[src/rtl/jgip_pkg.sv]
// ----------------------------------------------------------------------------
// jgip_pkg
// Types and constants shared by the jittered grid instance placer.
// ----------------------------------------------------------------------------
package jgip_pkg;

  localparam int MAX_SIDE_DEF = 255;
  localparam int MAX_CAP_DEF  = 65536;

  localparam logic [13:0] SEED_MUL  = 14'd9176;
  localparam logic [31:0] HASH_XOR  = 32'd61;
  localparam logic [31:0] HASH_MUL  = 32'h27d4eb2d;
  localparam logic [19:0] POS_MUL   = 20'd768000;
  localparam logic [12:0] JIT_MUL   = 13'd4800;
  localparam logic [23:0] JIT_MID   = 24'h800000;
  localparam logic [31:0] ROT_LO    = 32'h487ED511;
  localparam logic [21:0] POS_LIMIT = 22'd1200000;
  localparam logic [16:0] CAP_RESET = 17'd4096;

  localparam int QBITS = 29;
  localparam int DEN_W = 32;
  localparam int NUM_W = 55;

  localparam logic [1:0] ADDR_CAPACITY = 2'd0;

  typedef enum logic [4:0] {
    ST_IDLE, ST_SEED_A, ST_SEED_B, ST_SEED_C,
    ST_HASH_A, ST_HASH_B, ST_HASH_C,
    ST_SC_A, ST_SC_B, ST_ROT_A, ST_ROT_B,
    ST_AX_A, ST_AX_B, ST_AX_C, ST_AX_D, ST_AX_E, ST_AX_F, ST_AX_DIV,
    ST_DONE
  } state_t;

  typedef struct packed {
    logic [31:0] a;
    logic [31:0] b;
  } mul_op_t;

  typedef struct packed {
    logic             start;
    logic [NUM_W-1:0] num;
    logic [DEN_W-1:0] den;
  } div_req_t;

  typedef struct packed {
    logic             done;
    logic [QBITS-1:0] quo;
  } div_rsp_t;

endpackage

[src/rtl/jgip_if.sv]
// ----------------------------------------------------------------------------
// jgip_if
// Valid/ready channels for cell items and placement items.
// ----------------------------------------------------------------------------
interface jgip_in_if;
  logic        valid;
  logic        ready;
  logic [7:0]  type_index;
  logic [7:0]  side;
  logic [7:0]  cell_x;
  logic [7:0]  cell_z;
  logic [17:0] min_scale;
  logic [17:0] max_scale;

  modport source (output valid, type_index, side, cell_x, cell_z, min_scale, max_scale,
                  input ready);
  modport sink (input valid, type_index, side, cell_x, cell_z, min_scale, max_scale,
                output ready);
endinterface

interface jgip_out_if;
  logic               valid;
  logic               ready;
  logic               accepted;
  logic [15:0]        instance_index;
  logic signed [21:0] pos_x;
  logic signed [21:0] pos_z;
  logic [17:0]        scale;
  logic [18:0]        rotation;

  modport source (output valid, accepted, instance_index, pos_x, pos_z, scale, rotation,
                  input ready);
  modport sink (input valid, accepted, instance_index, pos_x, pos_z, scale, rotation,
                output ready);
endinterface

[src/rtl/jgip_mul.sv]
// ----------------------------------------------------------------------------
// jgip_mul
// Shared 32x32 unsigned multiplier with registered product.
// ----------------------------------------------------------------------------
module jgip_mul (
  input  logic             clk,
  input  jgip_pkg::mul_op_t op,
  output logic [63:0]      prod
);

  always_ff @(posedge clk) begin
    prod <= 64'(op.a) * 64'(op.b);
  end

endmodule

[src/rtl/jgip_div.sv]
// ----------------------------------------------------------------------------
// jgip_div
// Restoring divider, one quotient bit per cycle.
// ----------------------------------------------------------------------------
module jgip_div (
  input  logic               clk,
  input  logic               rst,
  input  jgip_pkg::div_req_t req,
  output jgip_pkg::div_rsp_t rsp
);

  localparam int QB   = jgip_pkg::QBITS;
  localparam int DW   = jgip_pkg::DEN_W;
  localparam int NW   = jgip_pkg::NUM_W;
  localparam int CW   = $clog2(QB + 1);

  logic          busy;
  logic          done;
  logic [CW-1:0] cnt;
  logic [DW-1:0] rem;
  logic [DW-1:0] den;
  logic [QB-1:0] nsh;
  logic [QB-1:0] quo;
  logic [DW:0]   trial;
  logic [DW:0]   diff;
  logic          ge;

  assign trial = {rem, nsh[QB-1]};
  assign diff  = trial - {1'b0, den};
  assign ge    = trial >= {1'b0, den};

  always_ff @(posedge clk) begin
    if (rst) begin
      busy <= 1'b0;
      done <= 1'b0;
    end else begin
      done <= 1'b0;
      if (req.start) begin
        busy <= 1'b1;
      end else if (busy && cnt == CW'(1)) begin
        busy <= 1'b0;
        done <= 1'b1;
      end
    end
  end

  always_ff @(posedge clk) begin
    if (req.start) begin
      rem <= DW'(req.num[NW-1:QB]);
      nsh <= req.num[QB-1:0];
      den <= req.den;
      cnt <= CW'(QB);
    end else if (busy) begin
      rem <= ge ? diff[DW-1:0] : trial[DW-1:0];
      nsh <= {nsh[QB-2:0], 1'b0};
      quo <= {quo[QB-2:0], ge};
      cnt <= cnt - CW'(1);
    end
  end

  assign rsp = {done, quo};

endmodule

[src/rtl/jgip_ctrl.sv]
// ----------------------------------------------------------------------------
// jgip_ctrl
// Sequencer and datapath registers: seed, hashes, scale, rotation, positions.
// ----------------------------------------------------------------------------
module jgip_ctrl #(
  parameter int MAX_SIDE     = jgip_pkg::MAX_SIDE_DEF,
  parameter int MAX_CAPACITY = jgip_pkg::MAX_CAP_DEF
) (
  input  logic        clk,
  input  logic        rst,
  input  logic [16:0] capacity,
  jgip_in_if.sink     in_ch,
  jgip_out_if.source  out_ch
);

  jgip_pkg::state_t   state, state_next;
  jgip_pkg::mul_op_t  mop;
  jgip_pkg::div_req_t dreq;
  jgip_pkg::div_rsp_t drsp;
  logic [63:0]        prod;

  logic [7:0]  type_r, side_r, s_r, cx_r, cz_r;
  logic [17:0] smin_r, smax_r;
  logic        full_r;
  logic [15:0] idx_r;
  logic [16:0] count;
  logic [31:0] seed, t0, hv;
  logic [1:0]  k;
  logic        ax;
  logic [23:0] h_r [4];
  logic [17:0] scale_r;
  logic [18:0] rot_r;
  logic signed [21:0] posx_r, posz_r;
  logic [37:0] m2;
  logic [43:0] jm;
  logic        nneg;

  logic        in_acc, full_c, out_free;
  logic [7:0]  s_c;
  logic [31:0] v0, v1, v2, v3, v4;
  logic [7:0]  c_sel;
  logic [23:0] h_sel;
  logic signed [10:0] a_c;
  logic [9:0]  a_mag;
  logic signed [24:0] hdev;
  logic [23:0] hdev_mag;
  logic [7:0]  sm1;
  logic signed [18:0] d_c;
  logic [17:0] d_mag;
  logic signed [43:0] sc_sum;
  logic [59:0] rsum;
  logic [26:0] hr6;
  logic signed [56:0] term1, term2, num_s;
  logic [56:0] num_mag;
  logic [21:0] q_sat;

  jgip_mul u_mul (.clk(clk), .op(mop), .prod(prod));
  jgip_div u_div (.clk(clk), .rst(rst), .req(dreq), .rsp(drsp));

  assign in_ch.ready = (state == jgip_pkg::ST_IDLE);
  assign in_acc      = in_ch.valid && in_ch.ready;
  assign out_free    = !out_ch.valid || out_ch.ready;

  assign full_c = (count >= capacity) || (21'(count) >= 21'(MAX_CAPACITY));

  always_comb begin
    if (in_ch.side == 8'd0) s_c = 8'd1;
    else if (12'(in_ch.side) > 12'(MAX_SIDE)) s_c = 8'(MAX_SIDE);
    else s_c = in_ch.side;
  end

  // hash pre-mix
  always_comb begin
    v0 = (k == 2'd3) ? seed : seed + (seed << 1) + 32'(k);
    v1 = (v0 ^ jgip_pkg::HASH_XOR) ^ (v0 >> 16);
    v2 = v1 + (v1 << 3);
    v3 = v2 ^ (v2 >> 4);
    v4 = prod[31:0] ^ (prod[31:0] >> 15);
  end

  // axis terms
  always_comb begin
    c_sel    = ax ? cz_r : cx_r;
    h_sel    = ax ? h_r[1] : h_r[0];
    a_c      = $signed({2'b00, c_sel, 1'b0}) - $signed({3'b000, s_r}) + 11'sd1;
    a_mag    = a_c[10] ? 10'(-a_c) : a_c[9:0];
    hdev     = $signed({1'b0, h_sel}) - $signed({1'b0, jgip_pkg::JIT_MID});
    hdev_mag = hdev[24] ? 24'(-hdev) : hdev[23:0];
    sm1      = (s_r == 8'd1) ? 8'd1 : s_r - 8'd1;
    term1    = (s_r == 8'd1) ? 57'sd0
             : (a_c[10] ? -$signed({3'b000, m2, 16'b0}) : $signed({3'b000, m2, 16'b0}));
    term2    = hdev[24] ? -$signed({13'b0, jm}) : $signed({13'b0, jm});
    num_s    = term1 + term2;
    num_mag  = num_s[56] ? 57'(-num_s) : num_s;
    q_sat    = (drsp.quo > 29'(jgip_pkg::POS_LIMIT)) ? jgip_pkg::POS_LIMIT : drsp.quo[21:0];
  end

  // scale and rotation terms
  always_comb begin
    d_c    = $signed({1'b0, smax_r}) - $signed({1'b0, smin_r});
    d_mag  = d_c[18] ? 18'(-d_c) : d_c[17:0];
    sc_sum = d_c[18] ? $signed({2'b00, smin_r, 24'b0}) - $signed({2'b00, prod[41:0]})
                     : $signed({2'b00, smin_r, 24'b0}) + $signed({2'b00, prod[41:0]});
    hr6    = {h_r[3], 2'b00} + {1'b0, h_r[3], 1'b0};
    rsum   = prod[59:0] + {1'b0, hr6, 32'b0};
  end

  // next state
  always_comb begin
    state_next = state;
    case (state)
      jgip_pkg::ST_IDLE:   if (in_acc) state_next = full_c ? jgip_pkg::ST_DONE
                                                           : jgip_pkg::ST_SEED_A;
      jgip_pkg::ST_SEED_A: state_next = jgip_pkg::ST_SEED_B;
      jgip_pkg::ST_SEED_B: state_next = jgip_pkg::ST_SEED_C;
      jgip_pkg::ST_SEED_C: state_next = jgip_pkg::ST_HASH_A;
      jgip_pkg::ST_HASH_A: state_next = jgip_pkg::ST_HASH_B;
      jgip_pkg::ST_HASH_B: state_next = jgip_pkg::ST_HASH_C;
      jgip_pkg::ST_HASH_C: state_next = (k == 2'd3) ? jgip_pkg::ST_SC_A : jgip_pkg::ST_HASH_A;
      jgip_pkg::ST_SC_A:   state_next = jgip_pkg::ST_SC_B;
      jgip_pkg::ST_SC_B:   state_next = jgip_pkg::ST_ROT_A;
      jgip_pkg::ST_ROT_A:  state_next = jgip_pkg::ST_ROT_B;
      jgip_pkg::ST_ROT_B:  state_next = jgip_pkg::ST_AX_A;
      jgip_pkg::ST_AX_A:   state_next = jgip_pkg::ST_AX_B;
      jgip_pkg::ST_AX_B:   state_next = jgip_pkg::ST_AX_C;
      jgip_pkg::ST_AX_C:   state_next = jgip_pkg::ST_AX_D;
      jgip_pkg::ST_AX_D:   state_next = jgip_pkg::ST_AX_E;
      jgip_pkg::ST_AX_E:   state_next = jgip_pkg::ST_AX_F;
      jgip_pkg::ST_AX_F:   state_next = jgip_pkg::ST_AX_DIV;
      jgip_pkg::ST_AX_DIV: if (drsp.done) state_next = ax ? jgip_pkg::ST_DONE
                                                          : jgip_pkg::ST_AX_A;
      jgip_pkg::ST_DONE:   if (out_free) state_next = jgip_pkg::ST_IDLE;
      default:             state_next = jgip_pkg::ST_IDLE;
    endcase
  end

  // unit operands
  always_comb begin
    mop        = '0;
    dreq.start = 1'b0;
    dreq.num   = num_mag[jgip_pkg::NUM_W-1:0];
    dreq.den   = (s_r == 8'd1) ? 32'h0001_0000 : {prod[15:0], 16'b0};
    case (state)
      jgip_pkg::ST_SEED_A: begin
        mop.a = 32'(type_r);
        mop.b = 32'(jgip_pkg::SEED_MUL);
      end
      jgip_pkg::ST_SEED_B: begin
        mop.a = 32'(cz_r);
        mop.b = 32'(side_r);
      end
      jgip_pkg::ST_HASH_B: begin
        mop.a = hv;
        mop.b = jgip_pkg::HASH_MUL;
      end
      jgip_pkg::ST_SC_A: begin
        mop.a = 32'(d_mag);
        mop.b = 32'(h_r[2]);
      end
      jgip_pkg::ST_ROT_A: begin
        mop.a = 32'(h_r[3]);
        mop.b = jgip_pkg::ROT_LO;
      end
      jgip_pkg::ST_AX_A: begin
        mop.a = 32'(jgip_pkg::POS_MUL);
        mop.b = 32'(s_r);
      end
      jgip_pkg::ST_AX_B: begin
        mop.a = prod[31:0];
        mop.b = 32'(a_mag);
      end
      jgip_pkg::ST_AX_C: begin
        mop.a = 32'(hdev_mag);
        mop.b = 32'(sm1);
      end
      jgip_pkg::ST_AX_D: begin
        mop.a = prod[31:0];
        mop.b = 32'(jgip_pkg::JIT_MUL);
      end
      jgip_pkg::ST_AX_E: begin
        mop.a = 32'(s_r - 8'd1);
        mop.b = 32'(s_r);
      end
      jgip_pkg::ST_AX_F: dreq.start = 1'b1;
      default: ;
    endcase
  end

  always_ff @(posedge clk) begin
    if (rst) begin
      state        <= jgip_pkg::ST_IDLE;
      count        <= '0;
      out_ch.valid <= 1'b0;
    end else begin
      state <= state_next;
      if (state == jgip_pkg::ST_DONE && out_free) begin
        out_ch.valid <= 1'b1;
        if (!full_r) count <= count + 17'd1;
      end else if (out_ch.ready) begin
        out_ch.valid <= 1'b0;
      end
    end
  end

  always_ff @(posedge clk) begin
    case (state)
      jgip_pkg::ST_IDLE: if (in_acc) begin
        type_r <= in_ch.type_index;
        side_r <= in_ch.side;
        s_r    <= s_c;
        cx_r   <= in_ch.cell_x;
        cz_r   <= in_ch.cell_z;
        smin_r <= in_ch.min_scale;
        smax_r <= in_ch.max_scale;
        full_r <= full_c;
        idx_r  <= count[15:0];
        k      <= 2'd0;
        ax     <= 1'b0;
      end
      jgip_pkg::ST_SEED_B: t0 <= prod[31:0];
      jgip_pkg::ST_SEED_C: seed <= t0 + prod[31:0] + 32'(cx_r);
      jgip_pkg::ST_HASH_A: hv <= v3;
      jgip_pkg::ST_HASH_C: begin
        h_r[k] <= v4[23:0];
        k      <= k + 2'd1;
      end
      jgip_pkg::ST_SC_B:   scale_r <= sc_sum[43] ? 18'd0 : sc_sum[41:24];
      jgip_pkg::ST_ROT_B:  rot_r <= rsum[58:40];
      jgip_pkg::ST_AX_C:   m2 <= prod[37:0];
      jgip_pkg::ST_AX_E:   jm <= prod[43:0];
      jgip_pkg::ST_AX_F:   nneg <= num_s[56];
      jgip_pkg::ST_AX_DIV: if (drsp.done) begin
        if (ax) posz_r <= nneg ? -$signed(q_sat) : $signed(q_sat);
        else    posx_r <= nneg ? -$signed(q_sat) : $signed(q_sat);
        ax <= 1'b1;
      end
      jgip_pkg::ST_DONE: if (out_free) begin
        out_ch.accepted       <= !full_r;
        out_ch.instance_index <= full_r ? 16'd0 : idx_r;
        out_ch.pos_x          <= full_r ? 22'sd0 : posx_r;
        out_ch.pos_z          <= full_r ? 22'sd0 : posz_r;
        out_ch.scale          <= full_r ? 18'd0 : scale_r;
        out_ch.rotation       <= full_r ? 19'd0 : rot_r;
      end
      default: ;
    endcase
  end

endmodule

[src/rtl/jittered_grid_instance_placer.sv]
// ----------------------------------------------------------------------------
// jittered_grid_instance_placer
// Places one foliage instance per grid cell item with hashed jitter.
// ----------------------------------------------------------------------------
// One item is taken at a time. After acceptance the seed states form the
// seed, four hashes run, scale and rotation are computed on the shared
// 32x32 multiplier, each axis uses the multiplier and then a pass of the
// bit-serial divider, and the done state loads the output register. The
// input is ready again once that register is loaded, so a new item is never
// taken before the last one is through; a stalled output holds the block
// until the pending result is taken. Items that arrive with the instance
// count at capacity skip the datapath and go straight to the done state,
// which loads the result with accepted low. The capacity register sits at
// APB address 0.
module jittered_grid_instance_placer #(
  parameter int MAX_SIDE     = jgip_pkg::MAX_SIDE_DEF,
  parameter int MAX_CAPACITY = jgip_pkg::MAX_CAP_DEF
) (
  input  logic        clk,
  input  logic        rst,
  jgip_in_if.sink     in_ch,
  jgip_out_if.source  out_ch,
  input  logic        psel,
  input  logic        penable,
  input  logic        pwrite,
  input  logic [1:0]  paddr,
  input  logic [31:0] pwdata,
  output logic [31:0] prdata,
  output logic        pready
);

  logic [16:0] capacity;

  assign pready = 1'b1;
  assign prdata = (paddr == jgip_pkg::ADDR_CAPACITY) ? 32'(capacity) : 32'd0;

  always_ff @(posedge clk) begin
    if (rst) begin
      capacity <= jgip_pkg::CAP_RESET;
    end else if (psel && penable && pwrite && paddr == jgip_pkg::ADDR_CAPACITY) begin
      capacity <= pwdata[16:0];
    end
  end

  jgip_ctrl #(
    .MAX_SIDE    (MAX_SIDE),
    .MAX_CAPACITY(MAX_CAPACITY)
  ) u_ctrl (
    .clk     (clk),
    .rst     (rst),
    .capacity(capacity),
    .in_ch   (in_ch),
    .out_ch  (out_ch)
  );

endmodule
[src/flat_wrapper.sv]
// flat-port wrapper written by rule: the top's interface ports become plain ports
module jittered_grid_instance_placer_flat 
#(
  parameter int MAX_SIDE     = jgip_pkg::MAX_SIDE_DEF,
  parameter int MAX_CAPACITY = jgip_pkg::MAX_CAP_DEF
)
  (clk, rst, psel, penable, pwrite, paddr, pwdata, prdata, pready, in_ch_valid, in_ch_type_index, in_ch_side, in_ch_cell_x, in_ch_cell_z, in_ch_min_scale, in_ch_max_scale, in_ch_ready, out_ch_valid, out_ch_accepted, out_ch_instance_index, out_ch_pos_x, out_ch_pos_z, out_ch_scale, out_ch_rotation, out_ch_ready);
  jgip_in_if in_ch_i ();
  jgip_out_if out_ch_i ();
  input  logic clk;
  input  logic rst;
  input  logic psel;
  input  logic penable;
  input  logic pwrite;
  input  logic [1:0] paddr;
  input  logic [31:0] pwdata;
  output logic [31:0] prdata;
  output logic pready;
  input wire logic [$bits(in_ch_i.valid)-1:0] in_ch_valid;
  input wire logic [$bits(in_ch_i.type_index)-1:0] in_ch_type_index;
  input wire logic [$bits(in_ch_i.side)-1:0] in_ch_side;
  input wire logic [$bits(in_ch_i.cell_x)-1:0] in_ch_cell_x;
  input wire logic [$bits(in_ch_i.cell_z)-1:0] in_ch_cell_z;
  input wire logic [$bits(in_ch_i.min_scale)-1:0] in_ch_min_scale;
  input wire logic [$bits(in_ch_i.max_scale)-1:0] in_ch_max_scale;
  output wire logic [$bits(in_ch_i.ready)-1:0] in_ch_ready;
  output wire logic [$bits(out_ch_i.valid)-1:0] out_ch_valid;
  output wire logic [$bits(out_ch_i.accepted)-1:0] out_ch_accepted;
  output wire logic [$bits(out_ch_i.instance_index)-1:0] out_ch_instance_index;
  output wire logic [$bits(out_ch_i.pos_x)-1:0] out_ch_pos_x;
  output wire logic [$bits(out_ch_i.pos_z)-1:0] out_ch_pos_z;
  output wire logic [$bits(out_ch_i.scale)-1:0] out_ch_scale;
  output wire logic [$bits(out_ch_i.rotation)-1:0] out_ch_rotation;
  input wire logic [$bits(out_ch_i.ready)-1:0] out_ch_ready;
  assign in_ch_i.valid = in_ch_valid;
  assign in_ch_i.type_index = in_ch_type_index;
  assign in_ch_i.side = in_ch_side;
  assign in_ch_i.cell_x = in_ch_cell_x;
  assign in_ch_i.cell_z = in_ch_cell_z;
  assign in_ch_i.min_scale = in_ch_min_scale;
  assign in_ch_i.max_scale = in_ch_max_scale;
  assign in_ch_ready = in_ch_i.ready;
  assign out_ch_valid = out_ch_i.valid;
  assign out_ch_accepted = out_ch_i.accepted;
  assign out_ch_instance_index = out_ch_i.instance_index;
  assign out_ch_pos_x = out_ch_i.pos_x;
  assign out_ch_pos_z = out_ch_i.pos_z;
  assign out_ch_scale = out_ch_i.scale;
  assign out_ch_rotation = out_ch_i.rotation;
  assign out_ch_i.ready = out_ch_ready;
  jittered_grid_instance_placer #(.MAX_SIDE(MAX_SIDE), .MAX_CAPACITY(MAX_CAPACITY)) u_core (.clk(clk), .rst(rst), .in_ch(in_ch_i), .out_ch(out_ch_i), .psel(psel), .penable(penable), .pwrite(pwrite), .paddr(paddr), .pwdata(pwdata), .prdata(prdata), .pready(pready));
endmodule
[config.mk]
export PLATFORM = sky130hd
export DESIGN_NAME = jittered_grid_instance_placer_flat
export DESIGN_NICKNAME = d
export VERILOG_FILES = /design/src/rtl/jgip_pkg.sv /design/src/rtl/jgip_if.sv /design/src/rtl/jgip_mul.sv /design/src/rtl/jgip_div.sv /design/src/rtl/jgip_ctrl.sv /design/src/rtl/jittered_grid_instance_placer.sv /design/src/flat_wrapper.sv
export SDC_FILE = /design/constraint.sdc
export NUM_CORES = 2
export LEC_CHECK = 0
export ABC_AREA = 1
export BUFFER_PORTS_ARGS = -buffer_cell sky130_fd_sc_hd__buf_4
export CAP_MARGIN = 20
export CORE_MARGIN = 1
export CORE_UTILIZATION = 35
export DETAILED_ROUTE_END_ITERATION = 8
export SYNTH_ARGS = -nofsm -noshare
export SYNTH_HDL_FRONTEND = slang
export SYNTH_HIERARCHICAL = 1
export SYNTH_SLANG_ARGS = --single-unit
[constraint.sdc]
create_clock -name clk -period 15.97 [get_ports clk]
set_clock_uncertainty 0.2 [all_clocks]
set_input_delay 1.597 -clock clk [delete_from_list [all_inputs] [get_ports clk]]
set_output_delay 1.597 -clock clk [all_outputs]
set_load 0.01 [all_outputs]
-- After elaboration in Yosys (flattened, before gate mapping)
Memories as Yosys holds them, arrays and structs flattened.
Cells that the tools add are included.
- multiplexer cells: 41
- magnitude comparators: 4
- bitwise gates (word level): 7
- reduce and logical (&&, ||, !) cells: 28
- $mul: 1
- $add $sub $neg: 27
- equality and inequality tests: 24
- operators by type and width (operator ; count):
    $pmux W64 S10 ; 1
    $mux W57 ; 3
    $add A32 B32 Y32 ; 3
    $pmux W5 S19 ; 1
    $mux W32 ; 2
    $add A59 B59 Y59 ; 1
    $mul A32 B32 Y59 ; 1
    $mux W29 ; 2
    $add A57 B57 Y57 ; 1
    $neg A44 Y57 ; 1
    $neg A54 Y57 ; 1
    $mux W55 ; 1
    $neg A55 Y55 ; 1
    $mux W26 ; 2
    $mux W24 ; 2
    $mux W22 ; 2
    $mux W44 ; 1
    $add A42 B42 Y43 ; 1
    $sub A42 B42 Y43 ; 1
    $eq A5 B4 Y1 const B ; 8
    $ge A33 B32 Y1 ; 1
    $add A32 B2 Y32 ; 1
    $add A32 B8 Y32 ; 1
    $sub A32 B32 Y32 ; 1
    other kinds (49) ; 92
- bits of input ports: 109
- memory bits (writable): 96
- register bits: 682
- output and inout bits: 133
- word-level logic and storage cells: 174
- memories: 1
- memories (memory ; depth ; width ; rd ports ; clocked after memory_dff ; wr ports ; RTL line ; RTL):
    u_core.u_ctrl.h_r ; 4 ; 24 ; 4 ; 0 ; 1 ; jgip_ctrl.sv:30 ; logic [23:0] h_r [4];

-- Depth between registers and ports, before layout
- depth after elaboration: 9
- mapped depth: 54
- depth with buffers taken out: 49

-- By module
The synthesis kept the hierarchy.
- modules (own cells, without submodules) (module ; sequential area each (µm²) ; area each (µm²) ; instances ; cells an instance):
    jgip_ctrl ; 16976.3 ; 42946.2 ; 1 ; 5425
    jgip_mul ; 1281.2 ; 37687.4 ; 1 ; 5100
    jgip_div ; 3743.6 ; 7638.6 ; 1 ; 952
    jittered_grid_instance_placer ; 340.3 ; 1042.2 ; 1 ; 167

-- Worst setup path after synthesis
OpenSTA, ideal clock, no wires.
- kind: register -> register
- start: register u_core.u_ctrl.state[3]
- end: register u_core/u_ctrl/u_mul/prod[62] (netlist name)
- path buffers: 2
- arrival time: 9.870 ns
- period minus slack after synthesis: 10.182 ns
- path slack: 5.788 ns
- setup time: 0.112 ns
- stages on the path, launching flop included: 38
- required time: 15.658 ns
- cells stage by stage: dfxtp_1 -> inv_1 -> nor2_1 -> inv_1 -> nor2_1 -> inv_1 -> nor2_1 -> inv_1 -> nor3_1 -> inv_1 -> clkbuf_1 -> o211ai_1 -> clkbuf_1 -> nand2_1 -> fa_1 -> inv_1 -> fa_1 -> fa_1 -> [... 2 more ...] -> inv_1 -> fa_1 -> fa_1 -> fa_1 -> inv_1 -> fa_1 -> inv_1 -> ha_1 -> nand2_2 -> inv_1 -> a21oi_1 -> nand2_1 -> nand2_1 -> nand2_1 -> a21oi_1 -> nand2_1 -> nand2_1 -> nand2_1
- RTL lines (what ; RTL line ; RTL):
    start, declared ; jgip_ctrl.sv:16 ; jgip_pkg::state_t state, state_next;
    start signal, assigned ; jgip_ctrl.sv:191 ; state <= jgip_pkg::ST_IDLE;
    start signal, assigned ; jgip_ctrl.sv:195 ; state <= state_next;

==> results.yml <==
timing:
  finalHoldViolations: 0
  period_needed_ps: 11630
  rsz0062_at_grt: "no"
  relSlewSlack: 0.307
  worstMarginPinSlew_ps: 1030
  finalSetupViolCount: 0
  maxSlewViolCount: 0
  setup_slack_ps: 4340
  finalCritPeriodShare: 0.728
  fmax_mhz: 86.0
  tns_ps: 0
setup_path:
  critPathMaxFanout: 36
  cpMostUsedCell: "nand2_1"
  critPathLaunchType: "register"
  worstPathArrival_ps: 12010
  endpoint_kind: "register"
  crit_cells: 44
  path_class: "reg -> reg"
  cp.buffers_inverters: 11
  cp_top_family: "adder cells"
  cp.required_ps: 16350
  reg2reg_depth: 44
  slowest_stage: "inv_2"
  critPathMaxStageDelay_ps: 830
finish:
  seqCellArea_sq_um: 22200
  final_common_cell: "nand2_1"
  final_cell_mix: "nand2_1 (3170), inv_1 (2752), fa_1 (910)"
  finalNetCount: 13215
  syn2layout_area_growth_pct: 9.73
  post-route-util: 0.388
  drive_above_1_share: 0.0634
  nFillCells: 26013
  multi_input_area_sq_um: 54400
  stdcell_count: 15011
  final_area_sq_um: 96800
place:
  hpwlAfterDp_mm: 221
  placed_cells: 14848
  place_congestion: 0.992
  dp_slack_ps: 4520
  placed_area_sq_um: 93800
  portBuffers: 210
clocking:
  htree_levels: 3
  clock_sinks: 778
  post-cts-setup-buffer-count: 0
  cts_made_buffers: 86
  root_buffer: "clkbuf_16"
  cts_tree: "built"
  path_clk_slew_ps: 70
  cts_buffer_depth: 3
  clock_latency_ps: 730
  cts.hold.buffers_added: 0
  cts_resized: 0
global_routing:
  overflow: 0
  grt_pass1_wl_mm: 427
  grt_pass1_vias: 71724
  antenna_found_initial: 18
  track_usage: 0.218
  grt_max_degree: 86
power:
  power.density_nw_per_um2: 111
  leakagePower_nw: 51.1
  irDropWorstVdd_v: 0.000111
floorplanning:
  die_width_microns: 504
  start_util: 0.353
  dieHeight_microns: 504
  core_area_sq_um: 250000
  num_rows: 183
  pin_count: 242
  dieArea_sq_um: 254000
route:
  drt_iter0_drc: 5800
  viasPerCell: 4.81
  drc_errors: 0
  wl_per_cell_microns: 18.5
  vias: 72225
  drt_first_pass_iters: 6
  routed_wl_mm: 278
  postRouteAntennaNets: 0
hold_path:
  hold_depth: 2
  hp-class: "reg -> reg"
logic_synthesis:
  syn-cell-area_sq_um: 88200
  yosys_warnings: 6
  avgSynthCellArea_sq_um: 7.68
  netlist_instances: 11479
job:
  maxCapViolations: 0
status:
  status: "complete, no violations"
worst min-delay path: cells and delay by family, from the launching register on:
family / cells / cell delay (ps)
flip-flops: 1 / 320
AND/OR/NAND/NOR: 2 / 100
flip-flops by register name (all words and copies together), names as in the netlist, 19 cells and up:
| signal | count |
|---|---|
| u_core/u_ctrl/jm | 44 |
| u_core/u_ctrl/u_div/nsh | 29 |
| u_core/u_ctrl/rot_r | 19 |
| u_core/u_ctrl/u_div/rem | 32 |
| u_core/u_ctrl/u_div/den | 32 |
| u_core/u_ctrl/posz_r | 22 |
| u_core/u_ctrl/out_ch.pos_x | 22 |
| u_core/u_ctrl/hv | 32 |
| u_core/u_ctrl/u_div/quo | 29 |
| u_core/u_ctrl/posx_r | 22 |
| u_core/u_ctrl/out_ch.rotation | 19 |
| u_core/u_ctrl/seed | 32 |
| u_core/u_ctrl/t0 | 32 |
| u_core/u_ctrl/u_mul/prod | 59 |
| u_core/u_ctrl/m2 | 38 |
| u_core/u_ctrl/out_ch.pos_z | 22 |
| u_core/u_ctrl/h_r | 96 |
worst paths after layout:
kind	startpoint	endpoint	slack, ps
setup reg to reg	u_core/u_ctrl/ax	u_core/u_ctrl/u_mul/prod[57]	4340
hold / removal	u_core/u_ctrl/u_div/rem[26]	u_core/u_ctrl/u_div/rem[26]	270
hold reg to reg	u_core/u_ctrl/u_div/rem[26]	u_core/u_ctrl/u_div/rem[26]	270
setup / recovery	u_core/u_ctrl/ax	u_core/u_ctrl/u_mul/prod[57]	4340
power by group:
part	switching (mW)	leakage [nW]	internal [mW]	total, mW
Sequential	0.170	7.04	2.60	2.77
Combinational	4.08	42.6	1.82	5.90
Clock	0.881	1.45	1.23	2.11
layout make-up:
| type | instances | share of cell area |
|---|---|---|
| Timing Repair Buffer | 330 | 0.0259 |
| Inverter | 2780 | 0.108 |
| Antenna cell | 1 | 0.0000259 |
| Tap cell | 3330 | 0.0431 |
| Sequential cell | 778 | 0.230 |
| Multi-Input combinational cell | 7631 | 0.562 |
| Clock buffer | 109 | 0.0242 |
| Clock inverter | 52 | 0.00680 |
metal layers:
metal / global-route usage / routed length [microns]
met2: 0.362 / 129000
met1: 0.290 / 119000
met4: 0.0855 / 11700
met5: 0 / 33
met3: 0.0245 / 18200
metrics by stage:
stage	hold slack, ps	power (mW)
after detailed placement	256	8.57
after global routing	292	11.5
after floorplan	215	6.83
final	271	10.8
after global placement	251	8.59
after CTS	274	10.8
No activity file was read; power rests on OpenSTA's default activity.
